<file path="src/rtl/tjps_pkg.sv">
// Package for the two-joint position sequencer.
// Holds widths, the sequencer mode type and the angle window helper functions.
// No dependencies.
`timescale 1ns / 1ps

package tjps_pkg;

    localparam int ANGLE_BITS  = 16;
    localparam int UNW_BITS    = ANGLE_BITS + 1;
    localparam int ERR_BITS    = ANGLE_BITS + 2;
    localparam int CNT_BITS    = 32;
    localparam int NUM_REGS    = 8;
    localparam int REG_IDX_W   = $clog2(NUM_REGS);
    localparam int ARRIVE_TOLERANCE = 364;

    localparam int IN_DATA_W   = 72;
    localparam int OUT_DATA_W  = 144;

    typedef logic [ANGLE_BITS-1:0] angle_t;
    typedef logic [UNW_BITS-1:0]   unw_t;
    typedef logic [ERR_BITS-1:0]   err_t;

    typedef enum logic [2:0] {
        MODE_OFF      = 3'd0,
        MODE_GOHOME   = 3'd1,
        MODE_HOMEHOLD = 3'd2,
        MODE_GOGOAL   = 3'd3,
        MODE_GOALHOLD = 3'd4
    } mode_t;

    typedef enum logic [REG_IDX_W-1:0] {
        REG_LEFT_LIMIT_START  = 3'd0,
        REG_LEFT_LIMIT_END    = 3'd1,
        REG_RIGHT_LIMIT_START = 3'd2,
        REG_RIGHT_LIMIT_END   = 3'd3,
        REG_LEFT_HOME         = 3'd4,
        REG_RIGHT_HOME        = 3'd5,
        REG_LEFT_GOAL         = 3'd6,
        REG_RIGHT_GOAL        = 3'd7
    } reg_idx_t;

    // A window with end below start wraps through zero; equal ends mean no window.
    function automatic logic in_window(angle_t s, angle_t e, angle_t a);
        logic r;
        if (s < e) begin
            r = (a >= s) && (a <= e);
        end else if (s > e) begin
            r = (a >= s) || (a <= e);
        end else begin
            r = 1'b0;
        end
        return r;
    endfunction

    // Angles below the start of a wrapping window are moved up by one turn.
    function automatic unw_t unwrap(angle_t s, angle_t e, angle_t a);
        unw_t r;
        if ((s > e) && (a < s)) begin
            r = {1'b1, a};
        end else begin
            r = {1'b0, a};
        end
        return r;
    endfunction

    function automatic logic near(unw_t r, unw_t f);
        err_t d;
        if (f >= r) begin
            d = ERR_BITS'(f) - ERR_BITS'(r);
        end else begin
            d = ERR_BITS'(r) - ERR_BITS'(f);
        end
        return d <= ERR_BITS'(ARRIVE_TOLERANCE);
    endfunction

endpackage

</file>
<file path="src/rtl/two_joint_position_sequencer.sv">
// Two-joint position sequencer, top level.
// Each accepted tick passes through the input register, then the result register, before
// m_tvalid rises for its result.
// Throughput: one item per cycle while m_tready stays high; with m_tready low the input
// stalls once both the input register and the result register hold a tick.
// Reset (aresetn low at a clock edge, synchronous) clears the registers, the mode (disabled),
// the action snapshot, the kept angles and the setpoints, and empties both pipeline registers.
// Depends on tjps_pkg.
`timescale 1ns / 1ps

module two_joint_position_sequencer (
    input  logic                                aclk,
    input  logic                                aresetn,
    // Configuration write port.
    input  logic                                cfg_wr_en,
    input  logic [tjps_pkg::REG_IDX_W-1:0]      cfg_addr,
    input  logic [tjps_pkg::ANGLE_BITS-1:0]     cfg_wr_data,
    // Input channel, one control tick per transfer.
    input  logic                                s_tvalid,
    output logic                                s_tready,
    // s_tdata, from bit 0: left encoder angle[16], right encoder angle[16], left_link_ok,
    // right_link_ok, mechanism_on, stair_allowed, action_count[32], zero fill[4].
    input  logic [tjps_pkg::IN_DATA_W-1:0]      s_tdata,
    // Result channel, one transfer per tick.
    output logic                                m_tvalid,
    input  logic                                m_tready,
    // m_tdata, from bit 0: mode[3], control_on, config_ok, left_setpoint[17],
    // right_setpoint[17], left_feedback[17], right_feedback[17], left_error[18],
    // right_error[18], left_raw_kept[16], right_raw_kept[16], zero fill[3].
    output logic [tjps_pkg::OUT_DATA_W-1:0]     m_tdata
);
    import tjps_pkg::*;

    // Configuration registers.
    angle_t cfg_reg [NUM_REGS];

    // Pipeline registers.
    logic                  in_valid_reg;
    logic [IN_DATA_W-1:0]  in_data_reg;
    logic                  out_valid_reg;
    logic [OUT_DATA_W-1:0] out_data_reg;

    // Sequencer state.
    mode_t                 mode_reg, mode_next;
    logic [CNT_BITS-1:0]   seen_reg, seen_next;
    angle_t                raw_kept_reg [2];
    unw_t                  unw_kept_reg [2];
    unw_t                  setpoint_reg [2], setpoint_next [2];

    logic advance;

    // The tick in the input register is processed when the result register is
    // free or is being emptied in this cycle.
    assign advance  = in_valid_reg && (!out_valid_reg || m_tready);
    assign s_tready = !in_valid_reg || advance;
    assign m_tvalid = out_valid_reg;
    assign m_tdata  = out_data_reg;

    always_ff @(posedge aclk) begin
        if (!aresetn) begin
            for (int i = 0; i < NUM_REGS; i++) begin
                cfg_reg[i] <= '0;
            end
        end else if (cfg_wr_en) begin
            cfg_reg[cfg_addr] <= cfg_wr_data;
        end
    end

    // Unpacked fields of the registered tick.
    angle_t              angle [2];
    logic                link_ok [2];
    logic                mech_on;
    logic                stair_ok;
    logic [CNT_BITS-1:0] count;

    assign angle[0]   = in_data_reg[15:0];
    assign angle[1]   = in_data_reg[31:16];
    assign link_ok[0] = in_data_reg[32];
    assign link_ok[1] = in_data_reg[33];
    assign mech_on    = in_data_reg[34];
    assign stair_ok   = in_data_reg[35];
    assign count      = in_data_reg[67:36];

    // Per-motor window checks and unwrapped references.
    angle_t win_s [2], win_e [2];
    unw_t   home_unw [2], goal_unw [2], angle_unw [2], kept_upd [2];
    logic   feed_ok [2], motor_cfg_ok [2], near_home [2], near_goal [2];
    logic   cfg_ok, at_home, at_goal, shutdown;

    always_comb begin
        for (int m = 0; m < 2; m++) begin
            win_s[m]        = cfg_reg[2*m];
            win_e[m]        = cfg_reg[2*m+1];
            home_unw[m]     = unwrap(win_s[m], win_e[m], cfg_reg[4+m]);
            goal_unw[m]     = unwrap(win_s[m], win_e[m], cfg_reg[6+m]);
            angle_unw[m]    = unwrap(win_s[m], win_e[m], angle[m]);
            feed_ok[m]      = link_ok[m] && in_window(win_s[m], win_e[m], angle[m]);
            motor_cfg_ok[m] = in_window(win_s[m], win_e[m], cfg_reg[4+m]) &&
                              in_window(win_s[m], win_e[m], cfg_reg[6+m]);
            kept_upd[m]     = feed_ok[m] ? angle_unw[m] : unw_kept_reg[m];
            near_home[m]    = near(home_unw[m], kept_upd[m]);
            near_goal[m]    = near(goal_unw[m], kept_upd[m]);
        end
        cfg_ok   = motor_cfg_ok[0] && motor_cfg_ok[1];
        at_home  = feed_ok[0] && feed_ok[1] && near_home[0] && near_home[1];
        at_goal  = feed_ok[0] && feed_ok[1] && near_goal[0] && near_goal[1];
        shutdown = !mech_on || !cfg_ok || (!feed_ok[0] && !feed_ok[1]);
    end

    // Sequencer next state. A setpoint refresh picks the goal angles when the
    // new mode is heading to or holding the goal, the home angles otherwise.
    mode_t mode_mid;
    logic  refresh;

    always_comb begin
        mode_next     = mode_reg;
        seen_next     = seen_reg;
        setpoint_next = setpoint_reg;
        mode_mid      = mode_reg;
        refresh       = 1'b0;

        if (shutdown) begin
            mode_mid  = MODE_OFF;
            mode_next = MODE_OFF;
            seen_next = count;
            refresh   = 1'b1;
        end else if (mode_reg == MODE_OFF) begin
            // Re-enable always heads home first; a pending action is absorbed.
            mode_mid  = MODE_GOHOME;
            mode_next = at_home ? MODE_HOMEHOLD : MODE_GOHOME;
            seen_next = count;
            refresh   = 1'b1;
        end else if (!stair_ok) begin
            mode_mid  = MODE_GOHOME;
            refresh   = !((mode_reg == MODE_HOMEHOLD) && at_home);
            mode_next = at_home ? MODE_HOMEHOLD : MODE_GOHOME;
            seen_next = count;
        end else begin
            if (count != seen_reg) begin
                seen_next = count;
                refresh   = 1'b1;
                if ((mode_reg == MODE_HOMEHOLD) || (mode_reg == MODE_GOHOME)) begin
                    mode_mid = MODE_GOGOAL;
                end else begin
                    mode_mid = MODE_GOHOME;
                end
            end
            mode_next = mode_mid;
            if ((mode_mid == MODE_GOGOAL) && at_goal) begin
                mode_next = MODE_GOALHOLD;
            end else if (((mode_mid == MODE_GOHOME) || (mode_mid == MODE_HOMEHOLD)) &&
                         at_home) begin
                mode_next = MODE_HOMEHOLD;
            end
        end

        if (refresh) begin
            for (int m = 0; m < 2; m++) begin
                if ((mode_mid == MODE_GOGOAL) || (mode_mid == MODE_GOALHOLD)) begin
                    setpoint_next[m] = goal_unw[m];
                end else begin
                    setpoint_next[m] = home_unw[m];
                end
            end
        end
    end

    // Result fields as they stand after this tick's update.
    angle_t raw_out [2];
    unw_t   fb_out [2];
    err_t   err_out [2];

    always_comb begin
        for (int m = 0; m < 2; m++) begin
            if (!shutdown && feed_ok[m]) begin
                raw_out[m] = angle[m];
                fb_out[m]  = angle_unw[m];
            end else begin
                raw_out[m] = raw_kept_reg[m];
                fb_out[m]  = unw_kept_reg[m];
            end
            err_out[m] = ERR_BITS'(setpoint_next[m]) - ERR_BITS'(fb_out[m]);
        end
    end

    always_ff @(posedge aclk) begin
        if (!aresetn) begin
            in_valid_reg  <= 1'b0;
            out_valid_reg <= 1'b0;
            mode_reg      <= MODE_OFF;
            seen_reg      <= '0;
            for (int m = 0; m < 2; m++) begin
                raw_kept_reg[m] <= '0;
                unw_kept_reg[m] <= '0;
                setpoint_reg[m] <= '0;
            end
        end else begin
            if (s_tready) begin
                in_valid_reg <= s_tvalid;
            end
            if (advance) begin
                out_valid_reg <= 1'b1;
            end else if (m_tready) begin
                out_valid_reg <= 1'b0;
            end
            if (advance) begin
                mode_reg     <= mode_next;
                seen_reg     <= seen_next;
                setpoint_reg <= setpoint_next;
                raw_kept_reg <= raw_out;
                unw_kept_reg <= fb_out;
            end
        end
    end

    always_ff @(posedge aclk) begin
        if (s_tready && s_tvalid) begin
            in_data_reg <= s_tdata;
        end
        if (advance) begin
            out_data_reg <= {3'b000, raw_out[1], raw_out[0], err_out[1], err_out[0],
                             fb_out[1], fb_out[0], setpoint_next[1], setpoint_next[0],
                             cfg_ok, (mode_next != MODE_OFF), mode_next};
        end
    end

`ifndef SYNTHESIS
    // A result with a bad configuration must report the disabled mode.
    assert property (@(posedge aclk) disable iff (!aresetn)
        (m_tvalid && !m_tdata[4]) |-> (m_tdata[2:0] == MODE_OFF))
        else $error("config_ok low with an active mode");

    // control_on mirrors the reported mode.
    assert property (@(posedge aclk) disable iff (!aresetn)
        m_tvalid |-> (m_tdata[3] == (m_tdata[2:0] != MODE_OFF)))
        else $error("control_on disagrees with mode");

    // Setpoints and kept angles move only when a tick is processed.
    assert property (@(posedge aclk) disable iff (!aresetn)
        !advance |=> ($stable(setpoint_reg[0]) && $stable(setpoint_reg[1])))
        else $error("setpoint changed without a tick");

    assert property (@(posedge aclk) disable iff (!aresetn)
        !advance |=> ($stable(unw_kept_reg[0]) && $stable(unw_kept_reg[1]) &&
                      $stable(mode_reg)))
        else $error("sequencer state changed without a tick");

    // The result register holds the state it was loaded from.
    assert property (@(posedge aclk) disable iff (!aresetn)
        advance |=> (m_tdata[2:0] == mode_reg))
        else $error("result mode does not match sequencer state");
`endif

endmodule

</file>
<file path="config.mk">
export PLATFORM = sky130hd
export DESIGN_NAME = two_joint_position_sequencer
export DESIGN_NICKNAME = d
export VERILOG_FILES = /design/src/rtl/tjps_pkg.sv /design/src/rtl/two_joint_position_sequencer.sv
export SDC_FILE = /design/constraint.sdc
export NUM_CORES = 1
export LEC_CHECK = 0
export BUFFER_PORTS_ARGS = -buffer_cell sky130_fd_sc_hd__buf_2
export CAP_MARGIN = 20
export CORE_MARGIN = 2
export CORE_UTILIZATION = 35
export CTS_CLUSTER_DIAMETER = 150
export DETAILED_ROUTE_END_ITERATION = 6
export SLEW_MARGIN = 20
export SYNTH_ARGS = -nofsm -noshare
export SYNTH_HDL_FRONTEND = slang
export SYNTH_SLANG_ARGS = --single-unit
</file>
<file path="constraint.sdc">
create_clock -name aclk -period 12.8 [get_ports aclk]
set_input_delay 0.64 -clock aclk [delete_from_list [all_inputs] [get_ports aclk]]
set_output_delay 0.64 -clock aclk [all_outputs]
set_load 0.03 [all_outputs]
</file>
Yosys cells after proc, flatten, opt, wreduce, memory -nomap -nowiden
Memories as Yosys holds them, arrays and structs flattened.
Cells that the tools add are included.
Word-level totals
  register bits after elaboration: 346
  bits in writable memories: 128
  input port bits: 96
  logic and storage cells: 180
  memories kept: 1
Memory list
  cfg_reg: words 8, width 16, read ports 8, clocked after memory_dff 0, wr ports 8, line two_joint_position_sequencer.sv:35  | angle_t cfg_reg [NUM_REGS];
Operators by class
  add/subtract/negate cells: 10
  magnitude comparators: 30
  equality and inequality tests: 9
  muxes and demuxes: 62
  reduce and logical (&&, ||, !) cells: 56
Operators with widths (count)
  $mux 17: 12
  $sub 17x17->18: 10
  $lt 16x16->1: 8
  $mux 32: 4
  $ge 16x16->1: 6
  $le 16x16->1: 6
  $le 18x9->1 const B: 4
  $mux 18: 4
  $ge 17x17->1: 4
  $mux 16: 3
  $mux 3: 13
  $mux 34: 1
  $gt 16x16->1: 2
  $ne 32x32->1: 1
  $logic_and 1x1->1: 30
  $mux 1: 23
  $reduce_or 16->1: 1
  $logic_or 1x1->1: 13
  $eq 3x2->1 const B: 4
  $logic_not 1->1: 8
  $eq 3x1->1 const B: 2
  $mux 2: 2
  $ne 4x1->1 const B: 1
  $eq 3x3->1 const B: 1
  4 further kinds: 4

Depth between registers and ports, before layout
An unclocked memory read counts as a cell.
  word-level depth: 20
  mapped depth: 44

Least setup slack after synthesis
Ideal clock, no wire load.
  path type: register to register
  start: mem cfg_reg[1][14] in the netlist's numbering
  end: reg out_data_reg[107], in the netlist m_tdata[107], data pin
  setup time: 0.262 ns
  arrival time: 8.771 ns
  data required time: 12.538 ns
  setup slack: 3.766 ns
  stages on the path, launching flop included: 40
  path buffers: 4
  period minus slack after synthesis: 9.034 ns
  cell sequence: edfxtp_1 -> inv_1 -> ha_1 -> nand4_1 -> nor4_1 -> a21boi_1 -> nor4_1 -> o21ai_0 -> o2111ai_1 -> clkbuf_1 -> buf_1 -> mux2_2 -> ha_1 -> buf_2 -> a22o_1 -> or4_4 -> nor4_4 -> nor3_2 -> (+4 left out) -> nor3_2 -> nand4_2 -> nand2_4 -> buf_6 -> mux2_1 -> fa_1 -> a21o_1 -> a21oi_1 -> o21ai_0 -> a21oi_1 -> o21ai_0 -> a21oi_1 -> o21bai_1 -> a21oi_1 -> o21ai_0 -> a41oi_1 -> o21bai_1 -> xor2_1
RTL lines
  from (decl): line two_joint_position_sequencer.sv:35
  to (signal assigned): line two_joint_position_sequencer.sv:221  | out_data_reg <= {3'b000, raw_out[1], raw_out[0], err_out[1], err_out[0],
  to (decl): line two_joint_position_sequencer.sv:41  | logic [OUT_DATA_W-1:0] out_data_reg;

==> flow_metrics.py <==
metrics = {
    "timing": {
        "final_layout_setup_total_negative_slack_ns": 0,
        "clock.fmax_mhz": 90.9,
        "fin_worst_hold_slack_ns": 0.182,
        "fin_worst_skew_ns": 0.0184,
        "timing_worst_slew_pin_value_ns": 1.09,
        "grt_setup_unrepaired": "no",
        "setup_violations": 0,
        "setup_slack_ns": 1.80,
        "maxSlewHeadroom": 0.271,
        "timing_max_transition_violations_final": 0,
        "final_hold_viol_count": 0,
        "post-route-period-util": 0.859,
        "min_period_ns": 11.00,
    },
    "route": {
        "drcViolationCount": 0,
        "detail_route.vias_per_cell": 5.40,
        "first_pass_iters": 6,
        "antenna_left": 0,
        "routed_wl_um": 98900,
        "dr.first_iter.drc_count": 2482,
        "wl_per_cell_um": 21.3,
        "routed-via-count": 25047,
    },
    "synth": {
        "synth_top_cell_area_share": 0.314,
        "post_synth_instance_area_mm2": 0.0322,
        "post_synth_fa_ha_maj_area_fraction": 0.155,
        "count_of_flip_flops_with_a_built_in_enable_after_synthesis": 337,
        "yosysWarnings": 0,
        "sequential_share_of_the_synthesized_area": 0.399,
        "simple_gate_share_of_the_synthesized_area": 0.139,
        "synth_xor_xnor_area_share": 0.0280,
        "async_reset_ff_frac": 0,
        "synth_top_area_cell": "sky130_fd_sc_hd__edfxtp_1",
        "post_synth_main_area_contributors": "sky130_fd_sc_hd__edfxtp_1, sky130_fd_sc_hd__ha_1, sky130_fd_sc_hd__dfxtp_1, sky130_fd_sc_hd__a21oi_1, sky130_fd_sc_hd__inv_1",
        "post_synth_num_cell_types": 91,
        "postSynthAreaPerCell_um2": 10.0,
        "synth_most_common_cell": "sky130_fd_sc_hd__ha_1",
        "synth-compound-area-share": 0.170,
        "ys_ff_latch": 474,
        "synth_cells": 3220,
        "synth_top_family_by_area": "compound AO/OA/AOI/OAI gates",
        "synth_ff_type": "sky130_fd_sc_hd__edfxtp_1",
        "yosys-mux-area-fraction": 0.0601,
        "synth.top_cells.by_count": "sky130_fd_sc_hd__ha_1, sky130_fd_sc_hd__edfxtp_1, sky130_fd_sc_hd__inv_1",
    },
    "clock_network": {
        "maximum_buffer_depth_of_the_clock_tree": 3,
        "clock_edge_transition_at_the_registers_on_the_reported_setup_and_hold_paths_ns": 0.06,
        "cts_inserted_buffers": 53,
        "clk_root_buffer_cell": "sky130_fd_sc_hd__clkbuf_16",
        "hold_buffers": 0,
        "cts.repair.resized": 0,
        "cts_num_sinks": 474,
        "cts_htree_levels": 2,
        "clock_latency_on_the_worst_skew_pair_ns": 0.63,
        "clock_tree_from_tritoncts": "done",
        "postCtsSetupBuffers": 0,
    },
    "critical_path": {
        "cp_num_buf_inv": 2,
        "crit_path_max_incr_delay_ns": 0.74,
        "timing.critical_path.mode_cell": "sky130_fd_sc_hd__a21oi_1",
        "worst-endpoint-arrival_ns": 11.37,
        "cp_max_delay_cell": "sky130_fd_sc_hd__a2111oi_0",
        "critPathRequiredTime_ns": 13.17,
        "critical_path.max_fanout": 22,
        "crit_family": "compound AO/OA/AOI/OAI gates",
        "startpoint_type": "flop",
        "worst-setup-path-type": "reg2reg",
        "critPathCaptureType": "flop",
    },
    "grt": {
        "grt.overflow.total": 0,
        "grt_pass1_wl_um": 147000,
        "grt_pass1_vias": 23612,
        "grt_max_degree": 88,
        "grt_antenna_before_repair": 4,
        "all_layer_gr_usage": 0.204,
    },
    "cells_and_area": {
        "insertedDiodeCount": 0,
        "fin_nets": 3902,
        "largest_register_ff_count": 141,
        "drive_gt1_frac": 0.138,
        "syn2layout_area_growth_pct": 12.9,
    },
    "die": {
        "starting_utilization_of_the_core_area": 0.352,
        "core_mm2": 0.0914,
        "fp-row-count": 111,
        "floorplan.die_area_mm2": 0.0945,
        "io_pins": 242,
        "die_w_um": 307,
        "die_y_um": 307,
    },
    "placement": {
        "placement.setup.worst_slack_ns": 1.79,
        "buffer_ports.inserted": 234,
        "dp_hpwl_um": 77200,
        "gp_routability_congestion": 0.924,
    },
    "power_and_ir_drop": {
        "powerDensity_mw_per_mm2": 131,
        "static-leakage-power_nw": 16.2,
        "irDropWorstVdd_mv": 0.100,
    },
    "run": {
        "maxCapViolations": 0,
    },
    "worst_hold_path": {
        "min-delay-path-class": "in2reg",
    },
    "run_status": {
        "run_status": "complete, no violations",
    },
}
through the flow:
stage	power, mW	util	instances	cell area [µm²]
final	4.78	0.398	4641	36400
after CTS	4.80	0.398	4641	36400
after detailed placement	3.22	0.378	4541	34600
after floorplan	2.81	-	3222	32200
after global routing	5.02	0.398	4641	36400
after global placement	3.21	0.378	4539	34500
path summary, 6_finish.rpt:
kind / depth (start not counted) / slack [ns] / endpoint / from
worst max-delay path: 35 / 1.80 / m_tdata[107] / in_data_reg[31]
worst max register to register: 35 / 1.80 / m_tdata[107] / in_data_reg[31]
worst min-delay path: 1 / 0.18 / in_data_reg[65] / s_tdata[65]
worst min register to register: 2 / 0.44 / setpoint_reg[24] / setpoint_reg[24]
placed cells by master (no fill, tap or decap), drive strengths merged, types with 12 or more instances in the layout:
cell type	instances
xor2	67
mux2i	81
nand2b	23
nor3	31
o21ai	189
a221oi	12
clkbuf	66
nand2	242
o21a	28
a21oi	191
nor4	21
clkinv	23
a21boi	64
buf	267
inv	255
mux2	100
or3	19
nand3	61
nor2b	39
edfxtp	337
o311a	18
xnor2	36
ha	394
o211a	33
o211ai	19
o21bai	21
a21o	89
a211oi	30
a31oi	19
and2	154
nand4	87
nor2	107
dfxtp	137
and3	19
or2	25
cell type report:
type	instances	area [µm²]
multi-input combinational	2360	17800
clock inverter	34	385
tap	1186	1480
inverter	254	953
clock buffer	66	1410
fill	8966	55000
timing repair buffer	267	1440
sequential	474	12900
where the power goes:
group | switching, mW | leakage [nW] | internal [mW]
registers | 0.0835 | 4.35 | 1.75
logic | 0.867 | 11.0 | 0.511
clock network | 0.674 | 0.859 | 0.892
worst register-to-register path, delay by kind of cell, from the launching register on:
family	cells	cell delay [ns]
muxes	2	0.79
buffers and inverters	2	0.69
adders and majority gates	3	1.23
DFF	1	0.61
and+or+nand+nor	5	1.11
AOI/OAI and AO/OA	21	5.96
xor gates and xnor gates	2	0.34
cell families after synthesis:
logic type	count (synthesis)
xor gates and xnor gates	103
AOI/OAI and AO/OA	821
adders and majority gates	397
other	1
and+or+nand+nor	855
DFF	474
muxes	181
buffers and inverters	388
layer usage:
| metal | vias up | global-route usage | share of wire | wire length (µm) |
|---|---|---|---|---|
| li1 | 12226 | - | - | - |
| met1 | 11976 | 0.304 | 0.49 | 48400 |
| met2 | 714 | 0.299 | 0.42 | 41300 |
| met3 | 127 | 0.0337 | 0.061 | 6080 |
| met4 | 4 | 0.0648 | 0.031 | 3090 |
| met5 | - | 0 | 0.00027 | 27 |
Power figures use the tool's default switching activity.
